**src/rtl/gqv_pkg.sv**
```systemverilog
`timescale 1ns / 1ps
// Shared types and constants for the glyph quad vertex generator.
// No dependencies; gqv_emit and the top level refer to this package by scoped names.
package gqv_pkg;

    localparam int GLYPH_COUNT = 95;
    localparam int SLOT_W      = $clog2(GLYPH_COUNT);
    localparam int CHAR_BASE   = 32;

    localparam int COORD_W = 16;
    localparam int TEX_W   = 16;
    localparam int CFG_W   = 8;

    localparam int VTX_COUNT = 6;
    localparam int VTX_IDX_W = 3;
    // Per-vertex selection, bit k for vertex k: right edge (x1, R), bottom edge (y1, v=1)
    localparam logic [VTX_COUNT-1:0] VTX_RIGHT_MASK  = 6'b110010;
    localparam logic [VTX_COUNT-1:0] VTX_BOTTOM_MASK = 6'b100110;

    typedef enum logic [1:0] {
        ACT_LOAD   = 2'd0,
        ACT_SETPOS = 2'd1,
        ACT_DRAW   = 2'd2,
        ACT_NONE   = 2'd3
    } t_action;

    typedef enum logic [1:0] {
        CFG_GLYPH_HEIGHT  = 2'd0,
        CFG_SPACE_ADVANCE = 2'd1,
        CFG_LETTER_GAP    = 2'd2,
        CFG_UNUSED        = 2'd3
    } t_cfg_index;

    typedef struct packed {
        logic [TEX_W-1:0] left;
        logic [TEX_W-1:0] right;
        logic [7:0]       width;
    } t_glyph;

    localparam int GLYPH_W = $bits(t_glyph);

    typedef struct packed {
        logic signed [COORD_W-1:0] x0;
        logic signed [COORD_W-1:0] y0;
        logic signed [COORD_W-1:0] x1;
        logic signed [COORD_W-1:0] y1;
        logic [TEX_W-1:0]          left;
        logic [TEX_W-1:0]          right;
    } t_quad;

endpackage

```
**src/rtl/gqv_cmd_if.sv**
```systemverilog
`timescale 1ns / 1ps
// Command channel: glyph loads, pen placement and characters to draw.
// Valid/ready handshake; no dependencies.
interface gqv_cmd_if;
    logic               valid;
    logic               ready;
    logic [1:0]         action;
    logic [6:0]         glyph_slot;
    logic [15:0]        tex_left;
    logic [15:0]        tex_right;
    logic [7:0]         glyph_width;
    logic signed [15:0] start_x;
    logic signed [15:0] start_y;
    logic [7:0]         char_code;

    modport source (
        output valid, action, glyph_slot, tex_left, tex_right, glyph_width,
               start_x, start_y, char_code,
        input  ready
    );
    modport sink (
        input  valid, action, glyph_slot, tex_left, tex_right, glyph_width,
               start_x, start_y, char_code,
        output ready
    );
endinterface

```
**src/rtl/gqv_vtx_if.sv**
```systemverilog
`timescale 1ns / 1ps
// Vertex channel: one textured vertex per transaction.
// Valid/ready handshake; no dependencies.
interface gqv_vtx_if;
    logic               valid;
    logic               ready;
    logic signed [15:0] pos_x;
    logic signed [15:0] pos_y;
    logic [15:0]        tex_u;
    logic               tex_v;
    logic               last;

    modport source (
        output valid, pos_x, pos_y, tex_u, tex_v, last,
        input  ready
    );
    modport sink (
        input  valid, pos_x, pos_y, tex_u, tex_v, last,
        output ready
    );
endinterface

```
**src/rtl/gqv_ram.sv**
```systemverilog
`timescale 1ns / 1ps
// Generic single-write, single-read synchronous RAM with registered read data.
// No dependencies.
module gqv_ram #(
    parameter int WIDTH = 8,
    parameter int DEPTH = 16
) (
    input  logic                     i_clk,
    input  logic                     i_we,
    input  logic [$clog2(DEPTH)-1:0] i_waddr,
    input  logic [WIDTH-1:0]         i_wdata,
    input  logic                     i_re,
    input  logic [$clog2(DEPTH)-1:0] i_raddr,
    output logic [WIDTH-1:0]         o_rdata
);
    logic [WIDTH-1:0] r_mem [DEPTH];
    logic [WIDTH-1:0] r_rdata;

    always_ff @(posedge i_clk) begin
        if (i_we) begin
            r_mem[i_waddr] <= i_wdata;
        end
        // hold read data while no read is issued
        if (i_re) begin
            r_rdata <= r_mem[i_raddr];
        end
    end

    assign o_rdata = r_rdata;
endmodule

```
**src/rtl/gqv_emit.sv**
```systemverilog
`timescale 1ns / 1ps
// Vertex sequencer: holds one glyph quad and walks its six vertices out.
// Depends on gqv_pkg and gqv_vtx_if.
module gqv_emit (
    input  logic            i_clk,
    input  logic            i_rst_n,
    input  logic            i_load,
    input  gqv_pkg::t_quad  i_quad,
    output logic            o_free,
    gqv_vtx_if.source       o_vtx
);
    localparam logic [gqv_pkg::VTX_IDX_W-1:0] LastIdx =
        gqv_pkg::VTX_IDX_W'(gqv_pkg::VTX_COUNT - 1);

    logic                            r_valid;
    logic [gqv_pkg::VTX_IDX_W-1:0]   r_idx;
    gqv_pkg::t_quad                  r_quad;
    logic                            is_last;
    logic                            use_right;
    logic                            use_bottom;

    assign is_last    = (r_idx == LastIdx);
    assign use_right  = gqv_pkg::VTX_RIGHT_MASK[r_idx];
    assign use_bottom = gqv_pkg::VTX_BOTTOM_MASK[r_idx];
    assign o_free     = !r_valid || (o_vtx.ready && is_last);

    always_ff @(posedge i_clk) begin
        if (!i_rst_n) begin
            r_valid <= 1'b0;
            r_idx   <= '0;
        end else if (i_load) begin
            r_valid <= 1'b1;
            r_idx   <= '0;
            r_quad  <= i_quad;
        end else if (r_valid && o_vtx.ready) begin
            // drop the quad after its final vertex
            if (is_last) begin
                r_valid <= 1'b0;
            end else begin
                r_idx <= r_idx + 1'b1;
            end
        end
    end

    assign o_vtx.valid = r_valid;
    assign o_vtx.pos_x = use_right  ? r_quad.x1 : r_quad.x0;
    assign o_vtx.pos_y = use_bottom ? r_quad.y1 : r_quad.y0;
    assign o_vtx.tex_u = use_right  ? r_quad.right : r_quad.left;
    assign o_vtx.tex_v = use_bottom;
    assign o_vtx.last  = is_last;
endmodule

```
**src/rtl/glyph_quad_vertex_generator_top.sv**
```systemverilog
`timescale 1ns / 1ps
// Bitmap text quad generator: glyph table RAM, pen registers, vertex sequencer.
// Depends on gqv_pkg, gqv_cmd_if, gqv_vtx_if, gqv_ram and gqv_emit.
// Path: a drawn glyph entry is read into stage 1, then its quad is loaded into
//   the vertex sequencer, which sends its six vertices on the single vertex port.
//   Commands stall while a draw waits in stage 1 for the busy sequencer.
// Reset: synchronous, active low; clears pen to (0,0) and registers to defaults.
//   The glyph table is not cleared and is undefined until loaded.
module glyph_quad_vertex_generator_top (
    input  logic                     i_clk,
    input  logic                     i_rst_n,
    gqv_cmd_if.sink                  i_cmd,
    gqv_vtx_if.source                o_vtx,
    input  logic                     i_cfg_we,
    input  logic [1:0]               i_cfg_idx,
    input  logic [gqv_pkg::CFG_W-1:0] i_cfg_data
);
    localparam int SlotW = gqv_pkg::SLOT_W;
    localparam int SumW  = gqv_pkg::COORD_W + 2;
    localparam logic signed [SumW-1:0] CoordMax = SumW'(32767);
    localparam logic signed [SumW-1:0] CoordMin = -SumW'(32768);

    typedef enum logic [1:0] {
        K_NONE,
        K_SETPOS,
        K_SPACE,
        K_DRAW
    } t_kind;

    // configuration
    logic [7:0] r_glyph_height;
    logic [7:0] r_space_advance;
    logic [7:0] r_letter_gap;

    always_ff @(posedge i_clk) begin
        if (!i_rst_n) begin
            r_glyph_height  <= 8'd16;
            r_space_advance <= 8'd3;
            r_letter_gap    <= 8'd1;
        end else if (i_cfg_we) begin
            unique case (i_cfg_idx)
                gqv_pkg::CFG_GLYPH_HEIGHT:  r_glyph_height  <= i_cfg_data;
                gqv_pkg::CFG_SPACE_ADVANCE: r_space_advance <= i_cfg_data;
                gqv_pkg::CFG_LETTER_GAP:    r_letter_gap    <= i_cfg_data;
                default: ;
            endcase
        end
    end

    // command decode at acceptance
    logic             cmd_accept;
    logic             s1_adv;
    logic [8:0]       code_off;
    logic             slot_in_range;
    logic             load_in_range;
    t_kind            in_kind;
    logic             ram_we;
    logic [SlotW-1:0] ram_waddr;
    logic [SlotW-1:0] ram_raddr;
    gqv_pkg::t_glyph  ram_wdata;
    gqv_pkg::t_glyph  ram_rdata;
    logic             ram_re;

    assign code_off      = {1'b0, i_cmd.char_code} - 9'(gqv_pkg::CHAR_BASE);
    assign slot_in_range = (i_cmd.char_code >= 8'(gqv_pkg::CHAR_BASE))
                        && (code_off < 9'(gqv_pkg::GLYPH_COUNT));
    assign load_in_range = {2'b00, i_cmd.glyph_slot} < 9'(gqv_pkg::GLYPH_COUNT);

    always_comb begin
        in_kind = K_NONE;
        unique case (i_cmd.action)
            gqv_pkg::ACT_SETPOS: in_kind = K_SETPOS;
            gqv_pkg::ACT_DRAW: begin
                if (slot_in_range) begin
                    in_kind = (code_off == 9'd0) ? K_SPACE : K_DRAW;
                end
            end
            default: in_kind = K_NONE;
        endcase
    end

    assign cmd_accept = i_cmd.valid && i_cmd.ready;
    assign ram_we     = cmd_accept && (i_cmd.action == gqv_pkg::ACT_LOAD) && load_in_range;
    assign ram_waddr  = SlotW'(i_cmd.glyph_slot);
    assign ram_wdata  = '{left: i_cmd.tex_left, right: i_cmd.tex_right,
                          width: i_cmd.glyph_width};
    assign ram_re     = cmd_accept && (in_kind == K_DRAW);
    assign ram_raddr  = SlotW'(code_off);

    gqv_ram #(
        .WIDTH (gqv_pkg::GLYPH_W),
        .DEPTH (gqv_pkg::GLYPH_COUNT)
    ) u_glyph_ram (
        .i_clk   (i_clk),
        .i_we    (ram_we),
        .i_waddr (ram_waddr),
        .i_wdata (ram_wdata),
        .i_re    (ram_re),
        .i_raddr (ram_raddr),
        .o_rdata (ram_rdata)
    );

    // stage 1: glyph entry arrives, pen is updated in command order
    logic                              r_s1_valid;
    t_kind                             r_s1_kind;
    logic signed [gqv_pkg::COORD_W-1:0] r_s1_x;
    logic signed [gqv_pkg::COORD_W-1:0] r_s1_y;
    logic signed [gqv_pkg::COORD_W-1:0] r_pen_x;
    logic signed [gqv_pkg::COORD_W-1:0] r_pen_y;
    logic signed [gqv_pkg::COORD_W-1:0] n_pen_x;
    logic signed [gqv_pkg::COORD_W-1:0] n_pen_y;

    logic signed [SumW-1:0] pen_x_ext;
    logic signed [SumW-1:0] pen_y_ext;
    logic signed [SumW-1:0] sum_right;
    logic signed [SumW-1:0] sum_adv;
    logic signed [SumW-1:0] sum_space;
    logic signed [SumW-1:0] diff_bottom;
    logic signed [gqv_pkg::COORD_W-1:0] sat_right;
    logic signed [gqv_pkg::COORD_W-1:0] sat_adv;
    logic signed [gqv_pkg::COORD_W-1:0] sat_space;
    logic signed [gqv_pkg::COORD_W-1:0] sat_bottom;

    gqv_pkg::t_quad quad;
    logic           emit_free;
    logic           emit_load;

    assign pen_x_ext   = SumW'(r_pen_x);
    assign pen_y_ext   = SumW'(r_pen_y);
    assign sum_right   = pen_x_ext + SumW'({1'b0, ram_rdata.width});
    assign sum_adv     = sum_right + SumW'({1'b0, r_letter_gap});
    assign sum_space   = pen_x_ext + SumW'({1'b0, r_space_advance});
    assign diff_bottom = pen_y_ext - SumW'({1'b0, r_glyph_height});

    // only upward overflow on x and downward on y are possible
    assign sat_right  = (sum_right > CoordMax) ? gqv_pkg::COORD_W'(CoordMax)
                                               : gqv_pkg::COORD_W'(sum_right);
    assign sat_adv    = (sum_adv > CoordMax)   ? gqv_pkg::COORD_W'(CoordMax)
                                               : gqv_pkg::COORD_W'(sum_adv);
    assign sat_space  = (sum_space > CoordMax) ? gqv_pkg::COORD_W'(CoordMax)
                                               : gqv_pkg::COORD_W'(sum_space);
    assign sat_bottom = (diff_bottom < CoordMin) ? gqv_pkg::COORD_W'(CoordMin)
                                                 : gqv_pkg::COORD_W'(diff_bottom);

    assign quad = '{x0: r_pen_x, y0: r_pen_y, x1: sat_right, y1: sat_bottom,
                    left: ram_rdata.left, right: ram_rdata.right};

    assign s1_adv      = !r_s1_valid || (r_s1_kind != K_DRAW) || emit_free;
    assign i_cmd.ready = s1_adv;
    assign emit_load   = r_s1_valid && (r_s1_kind == K_DRAW) && emit_free;

    always_comb begin
        n_pen_x = r_pen_x;
        n_pen_y = r_pen_y;
        if (r_s1_valid && s1_adv) begin
            unique case (r_s1_kind)
                K_SETPOS: begin
                    n_pen_x = r_s1_x;
                    n_pen_y = r_s1_y;
                end
                K_SPACE: n_pen_x = sat_space;
                K_DRAW:  n_pen_x = sat_adv;
                K_NONE:  ;
            endcase
        end
    end

    always_ff @(posedge i_clk) begin
        if (!i_rst_n) begin
            r_s1_valid <= 1'b0;
            r_s1_kind  <= K_NONE;
            r_pen_x    <= '0;
            r_pen_y    <= '0;
        end else begin
            r_pen_x <= n_pen_x;
            r_pen_y <= n_pen_y;
            if (s1_adv) begin
                r_s1_valid <= i_cmd.valid;
                r_s1_kind  <= in_kind;
                r_s1_x     <= i_cmd.start_x;
                r_s1_y     <= i_cmd.start_y;
            end
        end
    end

    gqv_emit u_emit (
        .i_clk   (i_clk),
        .i_rst_n (i_rst_n),
        .i_load  (emit_load),
        .i_quad  (quad),
        .o_free  (emit_free),
        .o_vtx   (o_vtx)
    );
endmodule

```
**src/flat_wrapper.sv**
```systemverilog
// flat-port wrapper written by rule: the top's interface ports become plain ports
module glyph_quad_vertex_generator_top_flat 
  (i_clk, i_rst_n, i_cfg_we, i_cfg_idx, i_cfg_data, i_cmd_valid, i_cmd_action, i_cmd_glyph_slot, i_cmd_tex_left, i_cmd_tex_right, i_cmd_glyph_width, i_cmd_start_x, i_cmd_start_y, i_cmd_char_code, i_cmd_ready, o_vtx_valid, o_vtx_pos_x, o_vtx_pos_y, o_vtx_tex_u, o_vtx_tex_v, o_vtx_last, o_vtx_ready);
  gqv_cmd_if i_cmd_i ();
  gqv_vtx_if o_vtx_i ();
  input  logic i_clk;
  input  logic i_rst_n;
  input  logic i_cfg_we;
  input  logic [1:0] i_cfg_idx;
  input  logic [gqv_pkg::CFG_W-1:0] i_cfg_data;
  input wire logic [$bits(i_cmd_i.valid)-1:0] i_cmd_valid;
  input wire logic [$bits(i_cmd_i.action)-1:0] i_cmd_action;
  input wire logic [$bits(i_cmd_i.glyph_slot)-1:0] i_cmd_glyph_slot;
  input wire logic [$bits(i_cmd_i.tex_left)-1:0] i_cmd_tex_left;
  input wire logic [$bits(i_cmd_i.tex_right)-1:0] i_cmd_tex_right;
  input wire logic [$bits(i_cmd_i.glyph_width)-1:0] i_cmd_glyph_width;
  input wire logic [$bits(i_cmd_i.start_x)-1:0] i_cmd_start_x;
  input wire logic [$bits(i_cmd_i.start_y)-1:0] i_cmd_start_y;
  input wire logic [$bits(i_cmd_i.char_code)-1:0] i_cmd_char_code;
  output wire logic [$bits(i_cmd_i.ready)-1:0] i_cmd_ready;
  output wire logic [$bits(o_vtx_i.valid)-1:0] o_vtx_valid;
  output wire logic [$bits(o_vtx_i.pos_x)-1:0] o_vtx_pos_x;
  output wire logic [$bits(o_vtx_i.pos_y)-1:0] o_vtx_pos_y;
  output wire logic [$bits(o_vtx_i.tex_u)-1:0] o_vtx_tex_u;
  output wire logic [$bits(o_vtx_i.tex_v)-1:0] o_vtx_tex_v;
  output wire logic [$bits(o_vtx_i.last)-1:0] o_vtx_last;
  input wire logic [$bits(o_vtx_i.ready)-1:0] o_vtx_ready;
  assign i_cmd_i.valid = i_cmd_valid;
  assign i_cmd_i.action = i_cmd_action;
  assign i_cmd_i.glyph_slot = i_cmd_glyph_slot;
  assign i_cmd_i.tex_left = i_cmd_tex_left;
  assign i_cmd_i.tex_right = i_cmd_tex_right;
  assign i_cmd_i.glyph_width = i_cmd_glyph_width;
  assign i_cmd_i.start_x = i_cmd_start_x;
  assign i_cmd_i.start_y = i_cmd_start_y;
  assign i_cmd_i.char_code = i_cmd_char_code;
  assign i_cmd_ready = i_cmd_i.ready;
  assign o_vtx_valid = o_vtx_i.valid;
  assign o_vtx_pos_x = o_vtx_i.pos_x;
  assign o_vtx_pos_y = o_vtx_i.pos_y;
  assign o_vtx_tex_u = o_vtx_i.tex_u;
  assign o_vtx_tex_v = o_vtx_i.tex_v;
  assign o_vtx_last = o_vtx_i.last;
  assign o_vtx_i.ready = o_vtx_ready;
  glyph_quad_vertex_generator_top u_core (.i_clk(i_clk), .i_rst_n(i_rst_n), .i_cmd(i_cmd_i), .o_vtx(o_vtx_i), .i_cfg_we(i_cfg_we), .i_cfg_idx(i_cfg_idx), .i_cfg_data(i_cfg_data));
endmodule
```
**config.mk**
```make
export PLATFORM = sky130hd
export DESIGN_NAME = glyph_quad_vertex_generator_top_flat
export DESIGN_NICKNAME = d
export VERILOG_FILES = /design/src/rtl/gqv_pkg.sv /design/src/rtl/gqv_cmd_if.sv /design/src/rtl/gqv_vtx_if.sv /design/src/rtl/gqv_ram.sv /design/src/rtl/gqv_emit.sv /design/src/rtl/glyph_quad_vertex_generator_top.sv /design/src/flat_wrapper.sv
export SDC_FILE = /design/constraint.sdc
export NUM_CORES = 2
export LEC_CHECK = 0
export BUFFER_PORTS_ARGS = -buffer_cell sky130_fd_sc_hd__buf_2
export CORE_MARGIN = 5
export CORE_UTILIZATION = 45
export DETAILED_ROUTE_END_ITERATION = 8
export PLACE_DENSITY = 0.71
export SLEW_MARGIN = 20
export SYNTH_ARGS = -nofsm -noshare
export SYNTH_HDL_FRONTEND = slang
export SYNTH_SLANG_ARGS = --single-unit
export TNS_END_PERCENT = 50
```
**constraint.sdc**
```tcl
create_clock -name i_clk -period 12.3 [get_ports i_clk]
set_input_delay 2.46 -clock i_clk [delete_from_list [all_inputs] [get_ports i_clk]]
set_output_delay 2.46 -clock i_clk [all_outputs]
set_load 0.02 [all_outputs]
```
=== Word-level counts from Yosys, hierarchy flattened ===
Memory sizes are Yosys's and may differ from the RTL's. A register that Yosys moved wholly into a read port is not among the register bits.
Index checks and enable logic that the tools add are counted.

* Register bits after elaboration: 191
* RAM bits: 3800
* ROM bits: 16
* Input bits: 104
* Output and inout port bits: 52
* Logic and storage cells: 97
* Memories: 3

{| class="wikitable"
|+ Memory list
! memory !! words !! width !! read ports !! clocked after memory_dff !! write ports !! line !! RTL
|-
| u_core.u_glyph_ram.r_mem || 95 || 40 || 1 || 1 || 1 || gqv_ram.sv:16 || <nowiki>logic [WIDTH-1:0] r_mem [DEPTH];</nowiki>
|-
| (no name shown) || 8 || 1 || 1 || 1 || 0 || gqv_emit.sv:24 || <nowiki>assign use_bottom = gqv_pkg::VTX_BOTTOM_MASK[r_idx];</nowiki>
|-
| (no name shown) || 8 || 1 || 1 || 1 || 0 || gqv_emit.sv:23 || <nowiki>assign use_right = gqv_pkg::VTX_RIGHT_MASK[r_idx];</nowiki>
|}

* Add/sub/neg operators: 6
* Order comparisons: 8
* Eq/ne operators: 10
* Multiplexer cells: 20
* Bitwise logic cells: 2
* Reductions and logical operators: 31

{| class="wikitable"
|+ Operator list
! cell !! number
|-
| 16-bit two-way mux || 5
|-
| 18-bit by 16-bit > comparator with 1-bit output (second input constant) || 3
|-
| 16-bit one-hot mux with 3 select lines || 1
|-
| 16-bit by 9-bit adder with 17-bit output || 2
|-
| 18-bit by 8-bit adder with 18-bit output || 1
|-
| 18-bit by 16-bit less-than comparator with 1-bit output (second input constant) || 1
|-
| 2-bit AND reduction || 9
|-
| 16-bit by 9-bit subtractor with 17-bit output || 1
|-
| 3-bit two-way mux || 4
|-
| 2-bit equality test (second input constant) || 5
|-
| 1-bit logical AND || 10
|-
| 9-bit logical NOT || 1
|-
| 9-bit by 7-bit less-than comparator with 1-bit output (second input constant) || 1
|-
| 8-bit by 6-bit subtractor with 9-bit output (second input constant) || 1
|-
| 8-bit by 6-bit >= comparator with 1-bit output (second input constant) || 1
|-
| 1-bit two-way mux || 8
|-
| 7-bit less-than comparator (second input constant) || 1
|-
| 2-bit by 1-bit equality test with 1-bit output (second input constant) || 3
|-
| 2-bit logical NOT || 2
|-
| 3-bit by 4-bit less-than comparator with 1-bit output (second input constant) || 1
|-
| 2-bit one-hot mux with 2 select lines || 1
|-
| 2-bit nonzero test || 2
|-
| 3-bit by 1-bit adder with 3-bit output (second input constant) || 1
|-
| 3-bit equality test (second input constant) || 1
|-
| 7 further kinds || 11
|}

=== Depth between registers and ports, before layout ===
* Depth in word-level cells: 9
* Gate-level depth with buffers: 15

=== Hierarchy ===
A second synthesis with hierarchy kept.

* Cells, all modules: 7463
* Area total of the unflattened synthesis: 156405.0 sq um

{| class="wikitable"
|+ By module, submodules not included
! module !! times used !! cells an instance !! area each (sq um) !! seq. area each (sq um)
|-
| gqv_ram || 1 || 6602 || 146718.2 || 115310.6
|-
| glyph_quad_vertex_generator_top || 1 || 675 || 5918.2 || 2142.1
|-
| gqv_emit || 1 || 186 || 3768.6 || 3002.9
|}

=== Least setup slack after synthesis ===
OpenSTA, ideal clock, no wires.

* Path type: in2reg
* From: in i_rst_n
* To: reg u_core.u_emit.r_quad[0] (netlist bit), enable pin
* Data arrival time: 9.710 ns
* Required time: 11.612 ns
* Path slack: 1.901 ns
* Stages: 2
* Path buffers: 1
* Path through: clkbuf_1 nor3b_1

* Word-level cells in the longest chain between the ends: 1

{| class="wikitable"
|+ Ends and longest elaborated chain
! item !! line !! RTL
|-
| start: declaration || flat_wrapper.sv:7 || <nowiki>input logic i_rst_n;</nowiki>
|-
| 2-bit AND reduction (no line) || n/a ||
|-
| end signal: assignment || gqv_emit.sv:34 || <nowiki>r_quad <= i_quad;</nowiki>
|-
| end: declaration || gqv_emit.sv:17 || <nowiki>gqv_pkg::t_quad r_quad;</nowiki>
|}

Every way passes these cells.
A chain may end at the register's enable or synchronous reset.

=== Final worst setup path ===
* From: in o_vtx_ready
* To: out i_cmd_ready

* Word-level cells in the longest chain between the ends: 3

{| class="wikitable"
|+ Ends and longest elaborated chain
! item !! line !! RTL
|-
| start: declaration || flat_wrapper.sv:27 || <nowiki>input wire logic [$bits(o_vtx_i.ready)-1:0] o_vtx_ready;</nowiki>
|-
| 1-bit logical AND || gqv_emit.sv:25 || <nowiki>assign o_free = !r_valid || (o_vtx.ready && is_last);</nowiki>
|-
| 1-bit logical OR || gqv_emit.sv:25 ||
|-
| 1-bit logical OR || glyph_quad_vertex_generator_top.sv:148 || <nowiki>assign s1_adv = !r_s1_valid || (r_s1_kind != K_DRAW) || emit_free;</nowiki>
|-
| end: declaration || flat_wrapper.sv:20 || <nowiki>output wire logic [$bits(i_cmd_i.ready)-1:0] i_cmd_ready;</nowiki>
|}

Every way passes these cells.

==> flow_summary.toml <==
[placed_design]
port_buffers = 155
post-dp-hpwl_um = 212000
gp_routability_congestion = 0.859
place_inst = 11500

[logic_synthesis]
synth_cells = 7014
async_flop_share_pct = 0
netlist_area_sq_um = 156000
yosysTopAreaCellShare_pct = 76.4
ys_seq_elements = 4033
yosys_warnings = 0
yosys_most_used_dff = "edfxtp_1"
synth_area_leaders = "edfxtp_1, mux4_2, mux2i_1"
syn_nets = 7166
synth-edff-count = 3968
yosysTopAreaCell = "edfxtp_1"
synth_cell_types = 63
synth.avg_cell_area_sq_um = 22.2
ys_seq_area_share_pct = 77.3

[clock_tree]
cts_setup_buffers = 0
htree_levels = 5
cts_tree = "built"
clock_latency_ps = 930
cts_hold_buf = 0
numCtsBuffers = 387
clkSinkCount = 4033
cts_resized = 0
root_buffer = "clkbuf_16"
clk_pin_slew_ps = 60
clk_path_buf_depth = 4

[grt]
grt_pass1_wl_um = 574000
grtUsageMet1_pct = 31.0
grt_pass1_vias = 76500
use_met2_pct = 35.6
grt_start_max_net_pins = 124
use_met3_pct = 4.33
grt_remaining_overflow = 0
busiest_layer = "met2"
grtUsageTotal_pct = 22.5
antenna_found_initial = 40

[setup_path]
rr_startpoint = "u_core.u_glyph_ram.o_rdata[0]"
path_class = "primary input to output port"
crit_start = "o_vtx_ready"
end_kind = "output port"
cp.required_ps = 9840
crit_path_start_kind = "primary input"
path_max_fanout = 7
crit_arrival_ps = 4170

[sta]
rsz0062_at_grt = "no"
tns_ps = 0
setup_violations = 0
worst_pin_slew_ps = 1170
slew_viol_final = 0
finClkSkew_ps = 111
period_needed_ps = 6630
relSlewSlack_pct = 21.8
hold_slack_ps = 425
max_freq_mhz = 151
min_period_over_period_pct = 53.9
hold_viol = 0

[pwr]
power.leakage_nw = 54.7
power_density_nw_per_um2 = 160
peakVddDrop_uv = 162

[die]
core_sq_um = 346000
rows = 216
start_util_pct = 45.1
die_h_um = 599
num_io_pins = 156
die_w_um = 599
dieArea_sq_um = 358000

[worst_hold_path]
hold_path.class = "flip-flop to flip-flop"
hp-start = "u_core.u_glyph_ram.o_rdata[18]"

[cells_and_area]
nNetsFinal = 7516
finalNonFillerCells = 12300
final_common_cell = "edfxtp_1"
drive_above_1_share_pct = 27.0
area_growth_pct = 12.5
layout_common_cells = "edfxtp_1, mux4_2, clkbuf_16, mux2i_1, nand2_1"

[drt]
via_per_inst = 6.26
drtIter0Drc = 11500
drc = 0
dr.pass1.iters = 6
via_count = 76700
wl_per_cell_um = 33.3
routed_wl_um = 408000
postRouteAntennaNets = 0

[status]
outcome = "complete, no violations"

[flow_run]
max-cap-violations = 0
[area by class of cell]
cell class              instances  area (sq um)
clock buffers                 462         10200
well taps                    4578          5730
multi-input cells            2562         34200
diodes                         14          35.0
flip-flops and latches       4033        120000
clock inverters               221          1910
inverters                      36           135
repair buffers                344          2650
fillers                     26200        170000
[critical path, stage by stage]
cell and delay, ps:
buf_2 100, a21boi_0 580, nand2_1 670, buf_2 360
[synth_stat cells, types with 6 or more instances]
cell type and number:
edfxtp_1 3968, mux4_2 1015, mux2i_1 247, nand2_1 202
nor2_1 195, clkbuf_1 179, a21oi_1 124, buf_2 101
o22ai_1 82, o21ai_0 71, dfxtp_1 65, mux2_2 65
o211ai_1 65, a211oi_1 52, buf_4 50, nand2b_1 49
buf_1 44, ha_1 44, inv_1 35, nor2b_1 35
xnor2_1 32, nand3_1 29, a221oi_1 27, a221o_1 25
a21boi_0 23, nor3_1 19, o21ai_1 15, o221ai_1 15
a21o_1 14, xor2_1 14, o31ai_1 13, o21a_1 11
buf_6 9, o2111ai_1 8, nor4_1 7, or2_2 6
[path summary, 6_finish.rpt]
path | to | slack, ps | depth (start not counted)
max | i_cmd_ready | 5670 | 4
min | u_core.u_emit.r_quad[10] | 420 | 0
max reg2reg | u_core.r_pen_x[11] | 7440 | 14
min reg2reg | u_core.u_emit.r_quad[10] | 420 | 0
[per-layer routing]
metal  part of all wire, %  vias to the layer above
li1                      -                    30300
met1                    37                    40600
met2                    47                     5002
met3                    11                      769
met4                   4.6                        4
met5                0.0066                        -
[metrics by stage]
step	power [mW]	area, sq um	setup WS (ps)	util, %
after global placement	16.8	163000	4810	47.2
after global routing	28.8	175000	5370	50.7
after floorplan	16.2	156000	1900	-
after detailed placement	16.8	163000	4760	47.2
final	28.0	175000	5670	50.7
after CTS	28.1	175000	5700	50.7
[kinds of logic (layout without fill, tap and decap cells)]
kind of cell,count (synthesis),in the layout,synth area share (%)
mux,1327,1327,16.7
xor+xnor,46,46,0.258
buf+inv,419,1063,1.25
compound gates,570,570,2.46
flops,4033,4033,77.3
fa+ha+maj,48,48,0.405
other cells,0,14,0
simple gates,571,571,1.63
[power by group]
part	switching (mW)	internal (mW)	total (mW)
Sequential	0.0148	15.1	15.1
Combinational	0.893	0.489	1.38
Clock	4.96	6.52	11.5
Total	5.87	22.1	28.0
[sequential cells by signal, indices dropped and copies added (netlist names), 2 cells and up]
register                    count
u_core.u_glyph_ram.r_mem     3800
u_core.r_s1_kind                2
u_core.u_emit.r_idx             3
u_core.r_pen_x                 16
u_core.r_pen_y                 16
u_core.r_space_advance          8
u_core.r_glyph_height           8
u_core.r_letter_gap             8
u_core.r_s1_x                  16
u_core.r_s1_y                  16
u_core.u_glyph_ram.o_rdata     40
u_core.u_emit.r_quad           96
(Power assumes the default switching activity.)
